[src/sv/upsc_pkg.sv]
// shared constants and types of the integer pixel upscaler
package upsc_pkg;

  localparam int MAX_WIDTH_DEF = 4096;
  localparam int MAX_SCALE_DEF = 100;

  localparam int SCALE_W    = 7;
  localparam int WIDTH_W    = 13;
  localparam int CFG_IDX_W  = 1;
  localparam int CFG_DATA_W = 13;
  localparam int PIX_W      = 24;

  localparam int REQ_DEPTH = 2;
  localparam int OUT_DEPTH = 4;

  localparam logic [CFG_IDX_W-1:0] CFG_SCALE = 1'b0;
  localparam logic [CFG_IDX_W-1:0] CFG_WIDTH = 1'b1;

  localparam logic CMD_LOAD  = 1'b0;
  localparam logic CMD_FETCH = 1'b1;

  typedef enum logic [1:0] {
    REQ_LOAD,
    REQ_PIXEL,
    REQ_ERROR
  } req_kind_e;

  typedef struct packed {
    req_kind_e  kind;
    logic       row_end;
    logic [1:0] pad;
    logic       done;
  } req_meta_t;

  typedef struct packed {
    logic       pixel_valid;
    logic [7:0] blue;
    logic [7:0] green;
    logic [7:0] red;
    logic       row_end;
    logic [1:0] pad;
    logic       done;
    logic       error;
  } result_t;

endpackage

[src/sv/upsc_queue.sv]
// short request queue between the front and back parts
module upsc_queue #(
  parameter int AW = 12
) (
  input  logic                       clk_i,
  input  logic                       rst_ni,
  input  logic                       push_i,
  input  upsc_pkg::req_meta_t        meta_i,
  input  logic [AW-1:0]              addr_i,
  input  logic [upsc_pkg::PIX_W-1:0] pix_i,
  output logic                       full_o,
  output logic                       empty_o,
  input  logic                       pop_i,
  output upsc_pkg::req_meta_t        meta_o,
  output logic [AW-1:0]              addr_o,
  output logic [upsc_pkg::PIX_W-1:0] pix_o
);

  localparam int DEPTH = upsc_pkg::REQ_DEPTH;
  localparam int PW    = (DEPTH > 1) ? $clog2(DEPTH) : 1;
  localparam int CW    = $clog2(DEPTH + 1);

  upsc_pkg::req_meta_t        meta_q [DEPTH];
  logic [AW-1:0]              addr_q [DEPTH];
  logic [upsc_pkg::PIX_W-1:0] pix_q  [DEPTH];
  logic [PW-1:0]              head_q, head_d, tail_q, tail_d;
  logic [CW-1:0]              cnt_q, cnt_d;
  logic                       do_push, do_pop;

  assign full_o  = cnt_q == CW'(DEPTH);
  assign empty_o = cnt_q == '0;
  assign do_push = push_i && !full_o;
  assign do_pop  = pop_i && !empty_o;

  assign meta_o = meta_q[head_q];
  assign addr_o = addr_q[head_q];
  assign pix_o  = pix_q[head_q];

  always_comb begin
    head_d = head_q;
    tail_d = tail_q;
    cnt_d  = cnt_q;
    if (do_push) begin
      tail_d = (tail_q == PW'(DEPTH - 1)) ? '0 : tail_q + PW'(1);
    end
    if (do_pop) begin
      head_d = (head_q == PW'(DEPTH - 1)) ? '0 : head_q + PW'(1);
    end
    if (do_push && !do_pop) begin
      cnt_d = cnt_q + CW'(1);
    end else if (do_pop && !do_push) begin
      cnt_d = cnt_q - CW'(1);
    end
  end

  always_ff @(posedge clk_i) begin
    if (do_push) begin
      meta_q[tail_q] <= meta_i;
      addr_q[tail_q] <= addr_i;
      pix_q[tail_q]  <= pix_i;
    end
  end

  always_ff @(posedge clk_i or negedge rst_ni) begin
    if (!rst_ni) begin
      head_q <= '0;
      tail_q <= '0;
      cnt_q  <= '0;
    end else begin
      head_q <= head_d;
      tail_q <= tail_d;
      cnt_q  <= cnt_d;
    end
  end

endmodule

[config.mk]
export PLATFORM = sky130hd
export DESIGN_NAME = upsc_queue
export DESIGN_NICKNAME = d
export VERILOG_FILES = /design/src/sv/upsc_pkg.sv /design/src/sv/upsc_queue.sv
export SDC_FILE = /design/constraint.sdc
export NUM_CORES = 1
export LEC_CHECK = 0
export BUFFER_PORTS_ARGS = -buffer_cell sky130_fd_sc_hd__buf_4
export CORE_ASPECT_RATIO = 0.75
export CORE_UTILIZATION = 40
export DETAILED_ROUTE_END_ITERATION = 16
export PLACE_DENSITY_LB_ADDON = 0.3
export SYNTH_ARGS = -nofsm -noshare
export SYNTH_HDL_FRONTEND = slang
export SYNTH_SLANG_ARGS = --single-unit
[constraint.sdc]
create_clock -name clk_i -period 7.7 [get_ports clk_i]
set_input_delay 2.31 -clock clk_i [delete_from_list [all_inputs] [get_ports clk_i]]
set_output_delay 2.31 -clock clk_i [all_outputs]
set_load 0.005 [all_outputs]
==> impl_metrics.yaml, run 1 <==
run_status:
  status: "finished, final reports clean"
floorplanning:
  die_h_um: 82.19
  die_area_mm2: 0.008952
  initial_core_util_pct: 42.38
  rows: 28
  coreArea_mm2: 0.008093
  die_w_um: 108.9
  pin_count: 90
timing:
  period_minus_slack_ps: 4254
  setup_violations: 0
  slew_violations: 0
  fin_crit_sh_pct: 55.24
  tightest_slew_ps: 988.3
  setup_tns_ps: 0
  rsz0062_at_grt: "no"
  slew_headroom_pct: 34.11
  hold_viol: 0
  skew_ps: 6.502
  max_clock_freq_ghz: 0.2351
synthesis:
  yosysTopAreaCell: "edfxtp_1"
  synth_area_leaders: "edfxtp_1, mux2_4, dfrtp_1"
  synth_seq_cells: 88
  yosys-top-cells-count: "edfxtp_1, mux2_4, buf_12, dfrtp_1"
  yosys.area.top_type_share_pct: 73.55
  synth_edf_count: 84
  yosysMostFrequentCell: "edfxtp_1"
  syn_inst: 150
  syn-mean-instance-area_um2: 22.86
  synthArstFlopShare_pct: 4.545
  yosysWarnings: 0
  ys_seq_area_share_pct: 76.47
  synthesis.nets: 197
  synth_area_mm2: 0.003430
  synthDistinctLibCells: 15
  synth-main-ff-cell: "edfxtp_1"
placed_design:
  post-place-cells: 341
  port_buffers: 89
  dp_hpwl_um: 3372
  gp_congestion: 0.6782
grt:
  overflow: 0
  grt_max_degree: 43
  grt_pass1_vias: 1662
  antenna_found_initial: 0
  track_usage_pct: 12.91
  grt_pass1_wl_um: 8176
clock_tree:
  cts.htree.levels: 3
  insertion_delay_ps: 330
  cts_resized: 0
  cts_root_buffer: "clkbuf_16"
  cts_hold_buf: 0
  clock_sinks: 88
  clk_pin_slew_worst_paths_ps: 60
  tritoncts: "built"
  max-clock-path-buffers: 2
  cts_buffers: 9
  post_cts_buffers: 0
setup_path:
  arrival_ps: 1940
  crit_required_ps: 5390
  reg2reg_slack_ps: 5850
  path_cells: "buf_4, mux2_4, buf_4"
  cp-start-kind: "flop"
  critical_path.slowest_cell: "buf_4"
  critPathMostFrequentCell: "buf_4"
  crit_start: "head_q$_DFFE_PN0P_"
  path_delay_family: "buffers and inverters"
  endpoint_kind: "primary output"
  cp_max_fo: 35
  reg2reg_to: "addr_q[1][3]$_DFFE_PP_"
  max_stage_delay_ps: 610
  path_buf_inv: 2
  reg2regPathDepth: 2
  critical_path_class: "reg2out"
  r2r_start: "cnt_q[0]$_DFFE_PN0P_"
worst_hold_path:
  hp-class: "reg2reg"
  holdPathStages: 1
  hp-start: "cnt_q[1]$_DFFE_PN0P_"
  holdPathEnd: "cnt_q[1]$_DFFE_PN0P_"
power:
  ir_drop_uv: 184.7
  p_per_area_mw_per_mm2: 372.4
  p_leak_nw: 1.798
routing:
  vias: 1633
  drcViolationCount: 0
  drtIter0Drc: 78
  viasPerCell: 4.574
  wl_per_cell_um: 15.30
  routed_wl_um: 5461
  drt.antenna.violating_nets: 0
  dr.pass1.iters: 4
flow_run:
  drv_cap: 0
cells_and_area:
  diodes: 0
  fillerInstances: 638
  stdcell_count: 357
  syn_to_final_growth_pct: 29.99
  drive_gt1_share_pct: 60.32
  nets: 294
## per-layer routing
metal / share of wire [%] / track usage [%] / vias to the layer above / wire length (µm)
met5: 0 / 0 / - / 0
met4: 0.15 / 4.054 / 0 / 8
met3: 7.9 / 5.651 / 2 / 429
met2: 48 / 20.63 / 61 / 2639
met1: 44 / 15.87 / 796 / 2385
li1: - / - / 774 / -
## worst max path at each step
stage | endpoint | cells past startpoint
2_1_floorplan | addr_q[0][0]$_DFFE_PP_ | 2
3_5_place_dp | addr_o[3] | 3
5_1_grt | addr_o[3] | 3
3_3_place_gp | addr_o[3] | 3
4_1_cts | addr_o[3] | 3
6_report | pix_o[15] | 3
## registers in the layout (all words and copies together) (netlist names)
name / cells
addr_q: 24
head_q: 1
tail_q: 1
cnt_q: 2
meta_q: 12
pix_q: 48
## layout by cell type (no fill, tap or decap), types with 2 or more instances in the layout
cell	count
buf_4	91
inv_6	2
nor2_1	2
clkbuf_16	9
clkinv_2	3
mux2_2	3
dfrtp_1	3
xor2_1	2
inv_1	2
edfxtp_1	84
mux2_4	39
xnor2_1	3
## cell type report
type	count	area (µm²)	share of cell area, %
Clock buffer	9	225.2	5.052
Clock inverter	7	70.07	1.572
Inverter	2	7.507	0.1684
Multi-Input combinational cell	55	716.9	16.08
Sequential cell	88	2624	58.85
Tap cell	105	131.4	2.947
Timing Repair Buffer	91	683.2	15.32
## worst reg2reg max path: stages (launching register included)
cell	delay (ps)
dfrtp_1	430
nand2b_1	170
and3_2	860
## power by group
part / total, W / internal [W] / switching, W
clock: 0.000425 / 0.000252 / 0.000173
combinational: 0.000534 / 0.000319 / 0.000215
sequential: 0.000701 / 0.000659 / 0.0000424
total: 0.00166 / 0.00123 / 0.000431
## stage by stage
| step | hold slack [ps] | power [W] | instance area, µm² | util (%) | setup slack, ps |
|---|---|---|---|---|---|
| floorplan | 460.8 | 0.001065 | 3430 | - | 3092 |
| global placement | 499.8 | 0.001254 | 4163 | 51.44 | 3762 |
| detailed placement | 511.3 | 0.001257 | 4163 | 51.44 | 3761 |
| CTS | 522.6 | 0.001687 | 4458 | 55.09 | 3402 |
| global route | 556.4 | 0.001746 | 4458 | 55.09 | 3348 |
| finish | 520.3 | 0.001660 | 4458 | 55.09 | 3447 |
## kinds of logic after synthesis
kind of cell / synth area share [%]
fa+ha+maj: 0.3648
buf+inv: 2.882
simple gates: 0.8027
compound gates: 0.1458
xor+xnor: 1.277
mux: 18.06
flops: 76.47
Power figures use the tool's default switching activity.
==> run 2, diff against run 1 <==
==> constraint.sdc (replaced) <==
create_clock -name clk_i -period 3.6 [get_ports clk_i]
set_input_delay 1.08 -clock clk_i [delete_from_list [all_inputs] [get_ports clk_i]]
set_output_delay 1.08 -clock clk_i [all_outputs]
set_load 0.005 [all_outputs]
==> impl_metrics.yaml, run 2 (synthesized netlist as in run 1, its figures left out) <==
timing:
  rsz0062_at_grt: "no"
  slew_headroom_pct: 60.47
  skew_ps: 4.574
  tightest_slew_ps: 593.0
  max_clock_freq_ghz: 0.3775
  fin_crit_sh_pct: 73.57
  setup_tns_ps: 0
  setup_violations: 0
  hold_viol: 0
  period_minus_slack_ps: 2649
  slew_violations: 0
  hold_slack_ps: 518.2
clock_tree:
  cts_root_buffer: "clkbuf_16"
  clk_pin_slew_worst_paths_ps: 60
  cts.htree.levels: 3
  insertion_delay_ps: 320
  post_cts_buffers: 0
  max-clock-path-buffers: 2
  cts_resized: 0
  clock_sinks: 88
  cts_buffers: 9
  cts_hold_buf: 0
  tritoncts: "built"
setup_path:
  cp-start-kind: "flop"
  path_delay_family: "buffers and inverters"
  cp_num_cells: 3
  reg2reg_slack_ps: 1900
  max_stage_delay_ps: 390
  reg2regPathDepth: 3
  reg2reg_to: "meta_q[1][4]$_DFFE_PP_"
  cp_max_fo: 22
  critical_path.slowest_cell: "mux2_2"
  critical_path_class: "reg2out"
  r2r_start: "cnt_q[0]$_DFFE_PN0P_"
  endpoint_kind: "primary output"
  crit_required_ps: 2520
  path_buf_inv: 2
  arrival_ps: 1570
  critPathMostFrequentCell: "buf_4"
  path_cells: "buf_4, mux2_2, buf_4"
grt:
  overflow: 0
  track_usage_pct: 12.68
  grt_pass1_wl_um: 8142
  grt_pass1_vias: 1711
  antenna_found_initial: 0
  grt_max_degree: 43
cells_and_area:
  multiInputGateArea_um2: 716.9
  top_register: "pix_q"
  finish.utilization_pct: 54.99
  syn_to_final_growth_pct: 29.77
  reg_top3: "pix_q (48), addr_q (24), meta_q (12)"
  drive_gt1_share_pct: 59.61
  mostFrequentLayoutCells: "buf_4, edfxtp_1, mux2_4"
  fillerInstances: 657
  nets: 297
  layout_commonest_cell: "buf_4"
  largest_reg_flops: 48
  diodes: 0
  register_area_mm2: 0.002624
flow_run:
  drv_cap: 0
floorplanning:
  die_w_um: 108.9
  die_h_um: 82.19
  coreArea_mm2: 0.008093
  pin_count: 90
  rows: 28
  die_area_mm2: 0.008952
  initial_core_util_pct: 42.38
power:
  power_w: 0.003468
  p_leak_nw: 1.791
  ir_drop_uv: 373.4
  p_per_area_mw_per_mm2: 779.3
routing:
  wl_per_cell_um: 15.20
  drtIter0Drc: 30
  vias: 1644
  viasPerCell: 4.567
  drt.antenna.violating_nets: 0
  routed_wl_um: 5473
  dr.pass1.iters: 2
  drcViolationCount: 0
placed_design:
  gp_congestion: 0.6837
  port_buffers: 89
worst_hold_path:
  hp-start: "cnt_q[1]$_DFFE_PN0P_"
  hp-class: "reg2reg"
  holdPathStages: 1
  holdPathEnd: "cnt_q[1]$_DFFE_PN0P_"
run_status:
  status: "finished, final reports clean"
-- run 2: changes by cell type in the layout (fill, tap and decap cells not counted), sizes merged --
cell,delta
clkbuf,+1
buf,+3
inv,-2
bufinv,-1
clkinv,+1
clkinvlp,+1
-- run 2: per-layer routing --
metal | global-route usage [%] | share of wire [%] | vias up
met3 | 4.631 | 6.4 | 6
met4 | 4.865 | 0.84 | 0
met2 | 21.38 | 50 | 59
met5 | 0 | 0 | -
li1 | - | - | 783
met1 | 14.93 | 43 | 796
-- run 2: layout make-up --
type	count	area share, %
multi-input combinational	55	16.11
clock inverter	6	0.8153
clock buffer	10	5.145
sequential	88	58.95
timing repair buffer	94	15.86
tap	105	2.952
inverter	2	0.1687
-- run 2: through the flow --
| step | instances | area, µm² | worst slack, ps |
|---|---|---|---|
| 2_1_floorplan | 150 | 3430 | 222.3 |
| 3_3_place_gp | 344 | 4185 | 1297 |
| 3_5_place_dp | 344 | 4185 | 1284 |
| 4_1_cts | 360 | 4451 | 928.4 |
| 5_1_grt | 360 | 4451 | 887.0 |
| 6_report | 360 | 4451 | 951.3 |
-- run 2: report_power, final --
group	total, W	internal, W	switching, W	leakage (nW)
registers	0.00148	0.00141	0.0000697	0.826
clock network	0.000807	0.000462	0.000345	0.124
logic	0.00119	0.000697	0.000490	0.842
total	0.00347	0.00256	0.000904	1.79
-- run 2: how the worst max path moves through the flow --
stage                             from                endpoint  slack, ps
finish              head_q$_DFFE_PN0P_               meta_o[5]        950
global route        head_q$_DFFE_PN0P_               meta_o[5]        890
CTS                 head_q$_DFFE_PN0P_               meta_o[5]        930
detailed placement  head_q$_DFFE_PN0P_               meta_o[5]       1280
global placement    head_q$_DFFE_PN0P_                pix_o[1]       1300
floorplan                       push_i  addr_q[0][0]$_DFFE_PP_        220
