===== config.mk =====
export PLATFORM = sky130hd
export DESIGN_NAME = upsc_front
export DESIGN_NICKNAME = d
export VERILOG_FILES = /design/src/sv/upsc_pkg.sv /design/src/sv/upsc_front.sv
export SDC_FILE = /design/constraint.sdc
export NUM_CORES = 1
export LEC_CHECK = 0
export BUFFER_PORTS_ARGS = -buffer_cell sky130_fd_sc_hd__buf_2
export CAP_MARGIN = 20
export CORE_ASPECT_RATIO = 2
export CORE_MARGIN = 3
export CORE_UTILIZATION = 60
export CTS_CLUSTER_SIZE = 40
export DETAILED_ROUTE_END_ITERATION = 10
export GPL_TIMING_DRIVEN = 1
export MAX_ROUTING_LAYER = met4
export PLACE_DENSITY = 0.9
export RECOVER_POWER = 50
export SYNTH_ARGS = -nofsm -noshare
export SYNTH_HDL_FRONTEND = slang
export SYNTH_SLANG_ARGS = --single-unit
export TNS_END_PERCENT = 30

===== constraint.sdc =====
create_clock -name clk_i -period 5 [get_ports clk_i]
set_input_delay 0.25 -clock clk_i [delete_from_list [all_inputs] [get_ports clk_i]]
set_output_delay 0.25 -clock clk_i [all_outputs]
set_load 0.1 [all_outputs]

===== src/sv/upsc_pkg.sv =====
// shared constants and types of the integer pixel upscaler
package upsc_pkg;

  localparam int MAX_WIDTH_DEF = 4096;
  localparam int MAX_SCALE_DEF = 100;

  localparam int SCALE_W    = 7;
  localparam int WIDTH_W    = 13;
  localparam int CFG_IDX_W  = 1;
  localparam int CFG_DATA_W = 13;
  localparam int PIX_W      = 24;

  localparam int REQ_DEPTH = 2;
  localparam int OUT_DEPTH = 4;

  localparam logic [CFG_IDX_W-1:0] CFG_SCALE = 1'b0;
  localparam logic [CFG_IDX_W-1:0] CFG_WIDTH = 1'b1;

  localparam logic CMD_LOAD  = 1'b0;
  localparam logic CMD_FETCH = 1'b1;

  typedef enum logic [1:0] {
    REQ_LOAD,
    REQ_PIXEL,
    REQ_ERROR
  } req_kind_e;

  typedef struct packed {
    req_kind_e  kind;
    logic       row_end;
    logic [1:0] pad;
    logic       done;
  } req_meta_t;

  typedef struct packed {
    logic       pixel_valid;
    logic [7:0] blue;
    logic [7:0] green;
    logic [7:0] red;
    logic       row_end;
    logic [1:0] pad;
    logic       done;
    logic       error;
  } result_t;

endpackage


===== src/sv/upsc_front.sv =====
// front part: config registers, item classification and row counters
module upsc_front #(
  parameter int MAX_WIDTH = upsc_pkg::MAX_WIDTH_DEF,
  parameter int MAX_SCALE = upsc_pkg::MAX_SCALE_DEF,
  parameter int AW        = (MAX_WIDTH > 1) ? $clog2(MAX_WIDTH) : 1
) (
  input  logic                             clk_i,
  input  logic                             rst_ni,
  input  logic                             cfg_we_i,
  input  logic [upsc_pkg::CFG_IDX_W-1:0]   cfg_idx_i,
  input  logic [upsc_pkg::CFG_DATA_W-1:0]  cfg_data_i,
  input  logic                             push_i,
  input  logic                             full_i,
  input  logic                             command_i,
  input  logic [upsc_pkg::PIX_W-1:0]       pix_i,
  output logic                             req_push_o,
  output upsc_pkg::req_meta_t              req_meta_o,
  output logic [AW-1:0]                    req_addr_o,
  output logic [upsc_pkg::PIX_W-1:0]       req_pix_o
);

  localparam int MWB = $clog2(MAX_WIDTH + 1);
  localparam int WCW = (MWB > upsc_pkg::WIDTH_W) ? MWB : upsc_pkg::WIDTH_W;
  localparam int MSB = $clog2(MAX_SCALE + 1);
  localparam int SCW = (MSB > upsc_pkg::SCALE_W) ? MSB : upsc_pkg::SCALE_W;

  logic [upsc_pkg::SCALE_W-1:0] scale_q, scale_d;
  logic [upsc_pkg::WIDTH_W-1:0] width_q, width_d;
  logic [WCW-1:0]               load_count_q, load_count_d;
  logic [AW-1:0]                read_index_q, read_index_d;
  logic [SCW-1:0]               hrep_q, hrep_d;
  logic [SCW-1:0]               vrep_q, vrep_d;
  logic                         row_ready_q, row_ready_d;

  logic [WCW-1:0] width_x, eff_w, lc_inc;
  logic [SCW-1:0] scale_x, eff_s;
  logic           accept, h_last, r_last, v_last;
  logic [1:0]     prod, prod3;

  // effective limits
  always_comb begin
    width_x = WCW'(width_q);
    scale_x = SCW'(scale_q);
    if (width_q == '0) begin
      eff_w = WCW'(1);
    end else if (width_x > WCW'(MAX_WIDTH)) begin
      eff_w = WCW'(MAX_WIDTH);
    end else begin
      eff_w = width_x;
    end
    if (scale_q == '0) begin
      eff_s = SCW'(1);
    end else if (scale_x > SCW'(MAX_SCALE)) begin
      eff_s = SCW'(MAX_SCALE);
    end else begin
      eff_s = scale_x;
    end
  end

  // config writes
  always_comb begin
    scale_d = scale_q;
    width_d = width_q;
    if (cfg_we_i) begin
      case (cfg_idx_i)
        upsc_pkg::CFG_SCALE: scale_d = cfg_data_i[upsc_pkg::SCALE_W-1:0];
        upsc_pkg::CFG_WIDTH: width_d = cfg_data_i[upsc_pkg::WIDTH_W-1:0];
        default: ;
      endcase
    end
  end

  assign accept = push_i && !full_i;
  assign lc_inc = load_count_q + WCW'(1);
  assign h_last = ({1'b0, hrep_q} + (SCW+1)'(1)) >= {1'b0, eff_s};
  assign r_last = ((WCW+1)'(read_index_q) + (WCW+1)'(1)) >= {1'b0, eff_w};
  assign v_last = ({1'b0, vrep_q} + (SCW+1)'(1)) >= {1'b0, eff_s};

  // padding of 3 * w * s bytes to a multiple of four
  assign prod  = 2'(eff_w[1:0] * eff_s[1:0]);
  assign prod3 = 2'({2'b00, prod} * 4'd3);

  always_comb begin
    load_count_d = load_count_q;
    read_index_d = read_index_q;
    hrep_d       = hrep_q;
    vrep_d       = vrep_q;
    row_ready_d  = row_ready_q;
    req_meta_o   = '{kind: upsc_pkg::REQ_ERROR, row_end: 1'b0, pad: 2'd0, done: 1'b0};
    req_addr_o   = read_index_q;
    req_pix_o    = pix_i;
    if (command_i == upsc_pkg::CMD_LOAD) begin
      if (!(row_ready_q || load_count_q >= eff_w)) begin
        req_meta_o.kind = upsc_pkg::REQ_LOAD;
        req_addr_o      = load_count_q[AW-1:0];
        if (accept) begin
          load_count_d = lc_inc;
          row_ready_d  = lc_inc >= eff_w;
        end
      end
    end else if (row_ready_q) begin
      req_meta_o.kind = upsc_pkg::REQ_PIXEL;
      if (h_last) begin
        if (r_last) begin
          req_meta_o.row_end = 1'b1;
          req_meta_o.pad     = 2'(3'd4 - {1'b0, prod3});
          req_meta_o.done    = v_last;
        end
      end
      if (accept) begin
        if (h_last) begin
          hrep_d = '0;
          if (r_last) begin
            read_index_d = '0;
            if (v_last) begin
              vrep_d       = '0;
              row_ready_d  = 1'b0;
              load_count_d = '0;
            end else begin
              vrep_d = vrep_q + SCW'(1);
            end
          end else begin
            read_index_d = read_index_q + AW'(1);
          end
        end else begin
          hrep_d = hrep_q + SCW'(1);
        end
      end
    end
  end

  assign req_push_o = accept;

  always_ff @(posedge clk_i or negedge rst_ni) begin
    if (!rst_ni) begin
      scale_q      <= upsc_pkg::SCALE_W'(1);
      width_q      <= upsc_pkg::WIDTH_W'(1);
      load_count_q <= '0;
      read_index_q <= '0;
      hrep_q       <= '0;
      vrep_q       <= '0;
      row_ready_q  <= 1'b0;
    end else begin
      scale_q      <= scale_d;
      width_q      <= width_d;
      load_count_q <= load_count_d;
      read_index_q <= read_index_d;
      hrep_q       <= hrep_d;
      vrep_q       <= vrep_d;
      row_ready_q  <= row_ready_d;
    end
  end

  a_err_no_change: assert property (@(posedge clk_i) disable iff (!rst_ni)
    (accept && req_meta_o.kind == upsc_pkg::REQ_ERROR) |=>
      ($stable(load_count_q) && $stable(read_index_q) && $stable(row_ready_q)))
    else $error("rejected item changed row state");

  a_load_not_ready: assert property (@(posedge clk_i) disable iff (!rst_ni)
    (accept && req_meta_o.kind == upsc_pkg::REQ_LOAD) |-> !row_ready_q)
    else $error("load accepted into a ready row");

endmodule


==> impl_results.md, run 1 <==
- Yosys warnings: 0
- CTS Root Cell: clkbuf_16
- P per Cell Area: 399 nW/µm²
- Die H: 133 µm
- Max-slew violation count: 61
- Largest net degree at the start of global routing: 61
- 1st-pass router iterations: 6
- HPWL Detailed: 10100 µm
- Syn Std Cell Area: 4830 µm²
- # DRC: 0
- Initial core utilization: 0.626
- Slew headroom: -1.23
- Share of flip-flops with an asynchronous set or reset: 1.00
- Vias/cell: 6.77
- Antenna-violating nets left: 0
- Fmax: 0.219 GHz
- Worst-path clk slew: 0.05 ns
- Placed instance count: 637
- Final TNS setup: 0 ns
- Worst hold-check path type: in -> reg
- GP Congestion: 0.957
- Initial antenna violation count: 0
- Fin. Hold Viols: 0
- First-pass GRT wire length: 21900 µm
- Htree depth: 3
- Fill cells: 586
- Post-Syn Area per Cell: 8.96 µm²
- N_diodes: 0
- CTS tree: yes
- Pre-CTS setup slack: 0.874 ns
- CTS resizes: 0
- Status: finished with violations
- Final setup viols: 0
- Worst-Margin Slew: 3.35 ns
- Port bufs: 38
- Synth Instances: 539
- Worst vdd ir: 0.000219 V
- Max Fanout on Critical Path: 6
- RSZ-0062 raised after global routing: false
- Layout cell share with drive strength beyond 1: 0.197
- Register area share after synthesis: 0.311
- 1st-iter DRT viols: 276
- Leakage: 0.00254 µW
- Clock tree buffer depth: 2
- Max-cap violations: 1
- Clock Skew: 0.0115 ns
- Area grow syn2layout: 7.82%
- Setup Buffers After CTS: 0
- Drt total wl: 13600 µm
- Row cnt: 45
- Hold_buf cts: 0
- Fin crit share: 0.911
- Crit path launch type: register
- Ys flop type: dfrtp_1
- Chip Width: 69.5 µm
- Net count after synthesis: 639
- Post-Layout Cell Count: 653
- WP data arrival: 4.31 ns
- Post-detailed-route wirelength per cell: 20.8 µm
- #FFs+latches synth: 60
- DR vias: 4419
- Layout Nets: 654
- EDFF count, synth: 0
- Total CTS buffers: 9
- Die ar.: 9230 µm²
- Gr ovfl total: 0
- Io pins: 87
- Placeable Area: 7710 µm²
- Required @ worst endpoint: 4.75 ns
- Critical path class: reg -> out
- Total track usage: 0.312
- Critical Path Sink Type: output pin
- Final Worst Setup Slack: 0.444 ns
- Netlist cell types: 56
- Failing checks: capacitance limit, slew limit
- Later-pin clock latency in the skew report: 0.35 ns
- Vias in the first global route: 4656
- Clock period minus worst slack: 4.56 ns
- CTS Sinks: 60
[metrics by stage]
stage	hold WS (ns)	cell area, µm²	util	power [µW]
after floorplan	-0.0456	4830	-	1340
after global placement	0.452	4920	0.638	1420
after detailed placement	0.465	4920	0.638	1460
after CTS	0.109	5210	0.676	2060
after global routing	0.149	5210	0.675	2190
final	0.139	5210	0.675	2080
[power breakdown]
part | switching [µW] | internal, µW | leakage [µW] | total [µW]
Sequential | 90.8 | 550 | 0.000762 | 641
Clock | 229 | 373 | 0.000144 | 601
Combinational | 572 | 264 | 0.00164 | 836
[metal layers]
metal,vias to the layer above,wire [µm],global-route usage
met5,-,0,-
met4,0,962,0.234
met3,82,657,0.0608
met2,207,7430,0.556
met1,2162,4530,0.285
li1,1968,-,-
[state kept, by name, indices dropped and copies added, names as in the netlist]
signal / flops
width_q: 13
scale_q: 7
read_index_q: 12
load_count_q: 13
vrep_q: 7
row_ready_q: 1
hrep_q: 7
[logic make-up (layout without fill, tap and decap cells)]
family | Yosys count | after routing | share of synthesized area
fa+ha+maj | 56 | 56 | 0.145
xor+xnor | 20 | 20 | 0.0363
simple gates | 181 | 181 | 0.184
compound gates | 136 | 136 | 0.189
buf+inv | 56 | 76 | 0.0647
mux | 30 | 30 | 0.0699
flops | 60 | 60 | 0.311
[cell usage in the layout, fill, tap and decap left out, drive strengths merged, types with 2 or more instances in the layout]
cell type,count
nor2b,5
a211o,5
o211ai,11
nand4,5
nor4,2
nand2b,9
buf,41
or2,8
xor2,11
o2111a,2
mux2,30
ha,56
o22ai,5
and3,10
o21a,4
a31oi,2
or3,2
o21ai,54
inv,18
and4,2
a211oi,4
clkinv,3
dfstp,2
clkbuf,13
nor3,11
a32o,5
nor2,34
o31ai,3
a21o,10
xnor2,9
a21oi,19
nand3,19
nand2,67
and2,5
o2bb2ai,5
dfrtp,58
[critical path: stages (launching register included)]
cell and delay (ns):
dfrtp_1 0.47, ha_1 0.28, nand3_1 0.15, nor3_1 0.30, and3_1 0.27, and3_1 0.24, xnor2_1 0.09, ha_1 0.29
nand4_1 0.13, nor3_1 0.48, a21oi_2 0.11, or3_1 0.42, inv_1 0.10, and3_1 0.19, buf_2 0.44
[cell usage after synthesis (7+ instances only)]
cell type | n | area [µm²]
dfrtp_1 | 58 | 1450
a21o_1 | 10 | 75.1
and3_1 | 10 | 62.6
xnor2_1 | 9 | 78.8
nor2_1 | 32 | 120
o211ai_1 | 11 | 82.6
or2_2 | 7 | 43.8
buf_4 | 26 | 195
ha_1 | 56 | 701
mux2_2 | 30 | 338
nor3_1 | 9 | 45.0
nand2b_1 | 9 | 56.3
o21ai_0 | 49 | 245
xor2_1 | 11 | 96.3
a21oi_1 | 18 | 90.1
inv_1 | 18 | 67.6
nand3_1 | 16 | 80.1
clkbuf_1 | 7 | 26.3
nand2_1 | 67 | 251
[area by class of cell]
| class | count | area, µm² | share of cell area |
|---|---|---|---|
| multi-input combinational | 423 | 3020 | 0.579 |
| sequential | 60 | 1500 | 0.289 |
| clock buffer | 12 | 267 | 0.0512 |
| timing repair buffer | 42 | 216 | 0.0415 |
| tap | 94 | 118 | 0.0226 |
| inverter | 18 | 67.6 | 0.0130 |
| clock inverter | 4 | 22.5 | 0.00432 |
[worst paths after layout]
kind	depth (start not counted)	endpoint	slack [ns]	from
max in group asynchronous	2	read_index_q[4]	1.97	rst_ni
min	3	scale_q[6]	0.14	cfg_data_i[6]
max reg2reg	13	load_count_q[0]	0.81	read_index_q[0]
min in group asynchronous	2	load_count_q[11]	1.12	rst_ni
max	14	req_meta_o[1]	0.44	read_index_q[0]
min reg2reg	1	width_q[8]	0.54	width_q[8]
Power figures use the tool's default switching activity.
==> inputs of run 2 (changes only) <==
- CORE_UTILIZATION: 60 -> 30
- PLACE_DENSITY: 0.9 -> 0.53
==> run 2 against run 1 <==
The flow still finishes with violations (capacitance limit, slew limit). Die area up 92%. Flip-flop and latch count unchanged. Clock-buffer cell count down 3. Combinational power down 2%. Core utilization down 33 points. Maximum frequency up 2.4%. Cell area up 4.0%. Clock power up 24%. Cell count up 17%. Global-route usage down 14 points. Critical path type unchanged.
==> impl_results.md, run 2 (same netlist as run 1, synthesis figures left out) <==
- Status: finished with violations
- Failing checks: capacitance limit, slew limit
- Final setup viols: 0 (unchanged)
- Initial antenna violation count: 0 (unchanged)
- DRT met1 WL: 4670 µm (+3.0%)
- Critical path class: reg -> out
- Required @ worst endpoint: 4.75 ns (about the same)
- 1st-iter DRT viols: 234 (-15%)
- Final TNS setup: 0 ns (unchanged)
- Die H: 185 µm (+40%)
- Worst-Margin Slew: 3.45 ns (+0.107 ns)
- Chip Width: 95.7 µm (+38%)
- Worst hold slack: 0.140 ns (+0.00108 ns)
- Worst R2R Setup Slack: 0.86 ns (+0.05 ns)
- Critical Path Sink Type: output pin
- Crit. Startpoint: read_index_q[0]
- Clock tree buffer depth: 2 (unchanged)
- DR WL met2: 8320 µm (+12%)
- Max-slew violation count: 61 (unchanged)
- Clock period minus worst slack: 4.45 ns (-0.107 ns)
- Slew headroom: -1.30 (-0.0713)
- Largest net degree at the start of global routing: 61 (unchanged)
- Commonest non-fill, non-tap cells in the layout: nand2_1 (67), dfrtp_1 (58), ha_1 (56)
- Placeable Area: 15800 µm² (+100%)
- Setup Buffers After CTS: 0 (unchanged)
- Total CTS buffers: 9 (unchanged)
- Port bufs: 38 (unchanged)
- Vias/cell: 5.40 (-20%)
- R2R Path Start: read_index_q[0]
- # DRC: 0 (unchanged)
- Area grow syn2layout: 12.1%
- Crit path launch type: register
- Commonest non-fill, non-tap cell in the layout: nand2_1
- 1st-pass router iterations: 5 (-1)
- CTS Root Cell: clkbuf_16
- Top flop regs: load_count_q: 13 flops, width_q: 13 flops, read_index_q: 12 flops
- Worst-path clk slew: 0.06 ns (about the same)
- Worst hold-check path type: in -> reg
- Worst Reg-to-Reg Cells: 13 (unchanged)
- Fin. Hold Viols: 0 (unchanged)
- Vias in the first global route: 4297 (-7.7%)
- Clock Skew: 0.0111 ns (-0.000381 ns)
- Io pins: 87 (unchanged)
- Total track usage: 0.173 (-0.139)
- Fill cells: 1658 (+180%)
- Max-cap violations: 1 (unchanged)
- Post-detailed-route wirelength per cell: 18.6 µm (-11%)
- First-pass GRT wire length: 22200 µm (+1.2%)
- Hold_buf cts: 0 (unchanged)
- WL met3: 408 µm (-38%)
- Uppermost layer routed: met4
- Row cnt: 65 (+44%)
- CTS resizes: 0 (unchanged)
- Drt total wl: 14200 µm (+4.3%)
- Later-pin clock latency in the skew report: 0.34 ns (about the same)
- Fin crit share: 0.890 (-0.0214)
- CTS tree: yes
- DR vias: 4118 (-6.8%)
- Worst vdd ir: 0.000177 V (-19%)
- Htree depth: 3 (unchanged)
- N_diodes: 0 (unchanged)
- P per Cell Area: 408 nW/µm² (+2.2%)
- Max Fanout on Critical Path: 6 (unchanged)
- Worst r2r dst: load_count_q[9]
- Leakage: 0.00257 µW (+1.2%)
- HPWL Detailed: 11300 µm (+12%)
- Layout Nets: 656 (+0.31%)
- Gr ovfl total: 0 (unchanged)
- Layout cell share with drive strength beyond 1: 0.200 (+0.00286)
- CTS Sinks: 60 (unchanged)
- Critical Path Sink: req_meta_o[1]
- Antenna-violating nets left: 0 (unchanged)
- Fmax: 0.225 GHz (+2.4%)
- Die ar.: 17800 µm² (+92%)
- WP data arrival: 4.20 ns (-0.11 ns)
- Initial core utilization: 0.306 (-0.320)
- RSZ-0062 raised after global routing: false
- GP Congestion: 0.840 (-12%)
## run 2: layout make-up
cell class	instances	area (µm²)	area share
well taps	201	251	0.0464
flip-flops and latches	60	1500	0.278
clock buffers	9	225	0.0416
clock inverters	7	124	0.0229
inverters	18	67.6	0.0125
multi-input cells	423	3020	0.556
repair buffers	44	231	0.0427
## run 2: worst min path at each step
| stage | from | endpoint | slack (ns) | depth (start not counted) |
|---|---|---|---|---|
| finish | cfg_data_i[10] | width_q[10] | 0.14 | 2 |
| detailed placement | rst_ni | load_count_q[5] | 0.48 | 2 |
| floorplan | rst_ni | hrep_q[0] | -0.05 | 0 |
| CTS | rst_ni | load_count_q[3] | 0.12 | 2 |
| global placement | rst_ni | load_count_q[5] | 0.48 | 2 |
| global route | cfg_data_i[11] | width_q[11] | 0.15 | 2 |
## run 2: per-stage QoR
stage / instance area (µm²) / power [µW] / std cells / setup WS, ns / utilization
6_report: 5420 / 2210 / 762 / 0.551 / 0.343
5_1_grt: 5420 / 2330 / 762 / 0.309 / 0.343
3_3_place_gp: 5070 / 1460 / 746 / 0.959 / 0.322
3_5_place_dp: 5070 / 1470 / 746 / 0.854 / 0.322
2_1_floorplan: 4830 / 1340 / 539 / 0.501 / -
4_1_cts: 5420 / 2230 / 762 / 0.507 / 0.344
## run 2: per-layer routing
| metal | track usage | vias up |
|---|---|---|
| met2 | 0.332 | 93 |
| met1 | 0.150 | 2000 |
| met3 | 0.0247 | 51 |
| met5 | - | - |
| met4 | 0.107 | 0 |
| li1 | - | 1974 |
## run 2: where the power goes
part	leakage [µW]	switching (µW)	internal, µW
registers	0.000762	93.1	550
logic	0.00165	558	261
clock network	0.000166	257	490
total	0.00257	909	1300
## run 2: critical path, stage by stage (launching register included)
cell	delay, ns
dfrtp_1	0.45
ha_1	0.28
nand3_1	0.16
nor3_1	0.26
and3_1	0.26
and3_1	0.23
xnor2_1	0.09
ha_1	0.30
nand4_1	0.12
nor3_1	0.46
a21oi_2	0.12
or3_1	0.41
inv_1	0.08
and3_1	0.20
buf_2	0.44
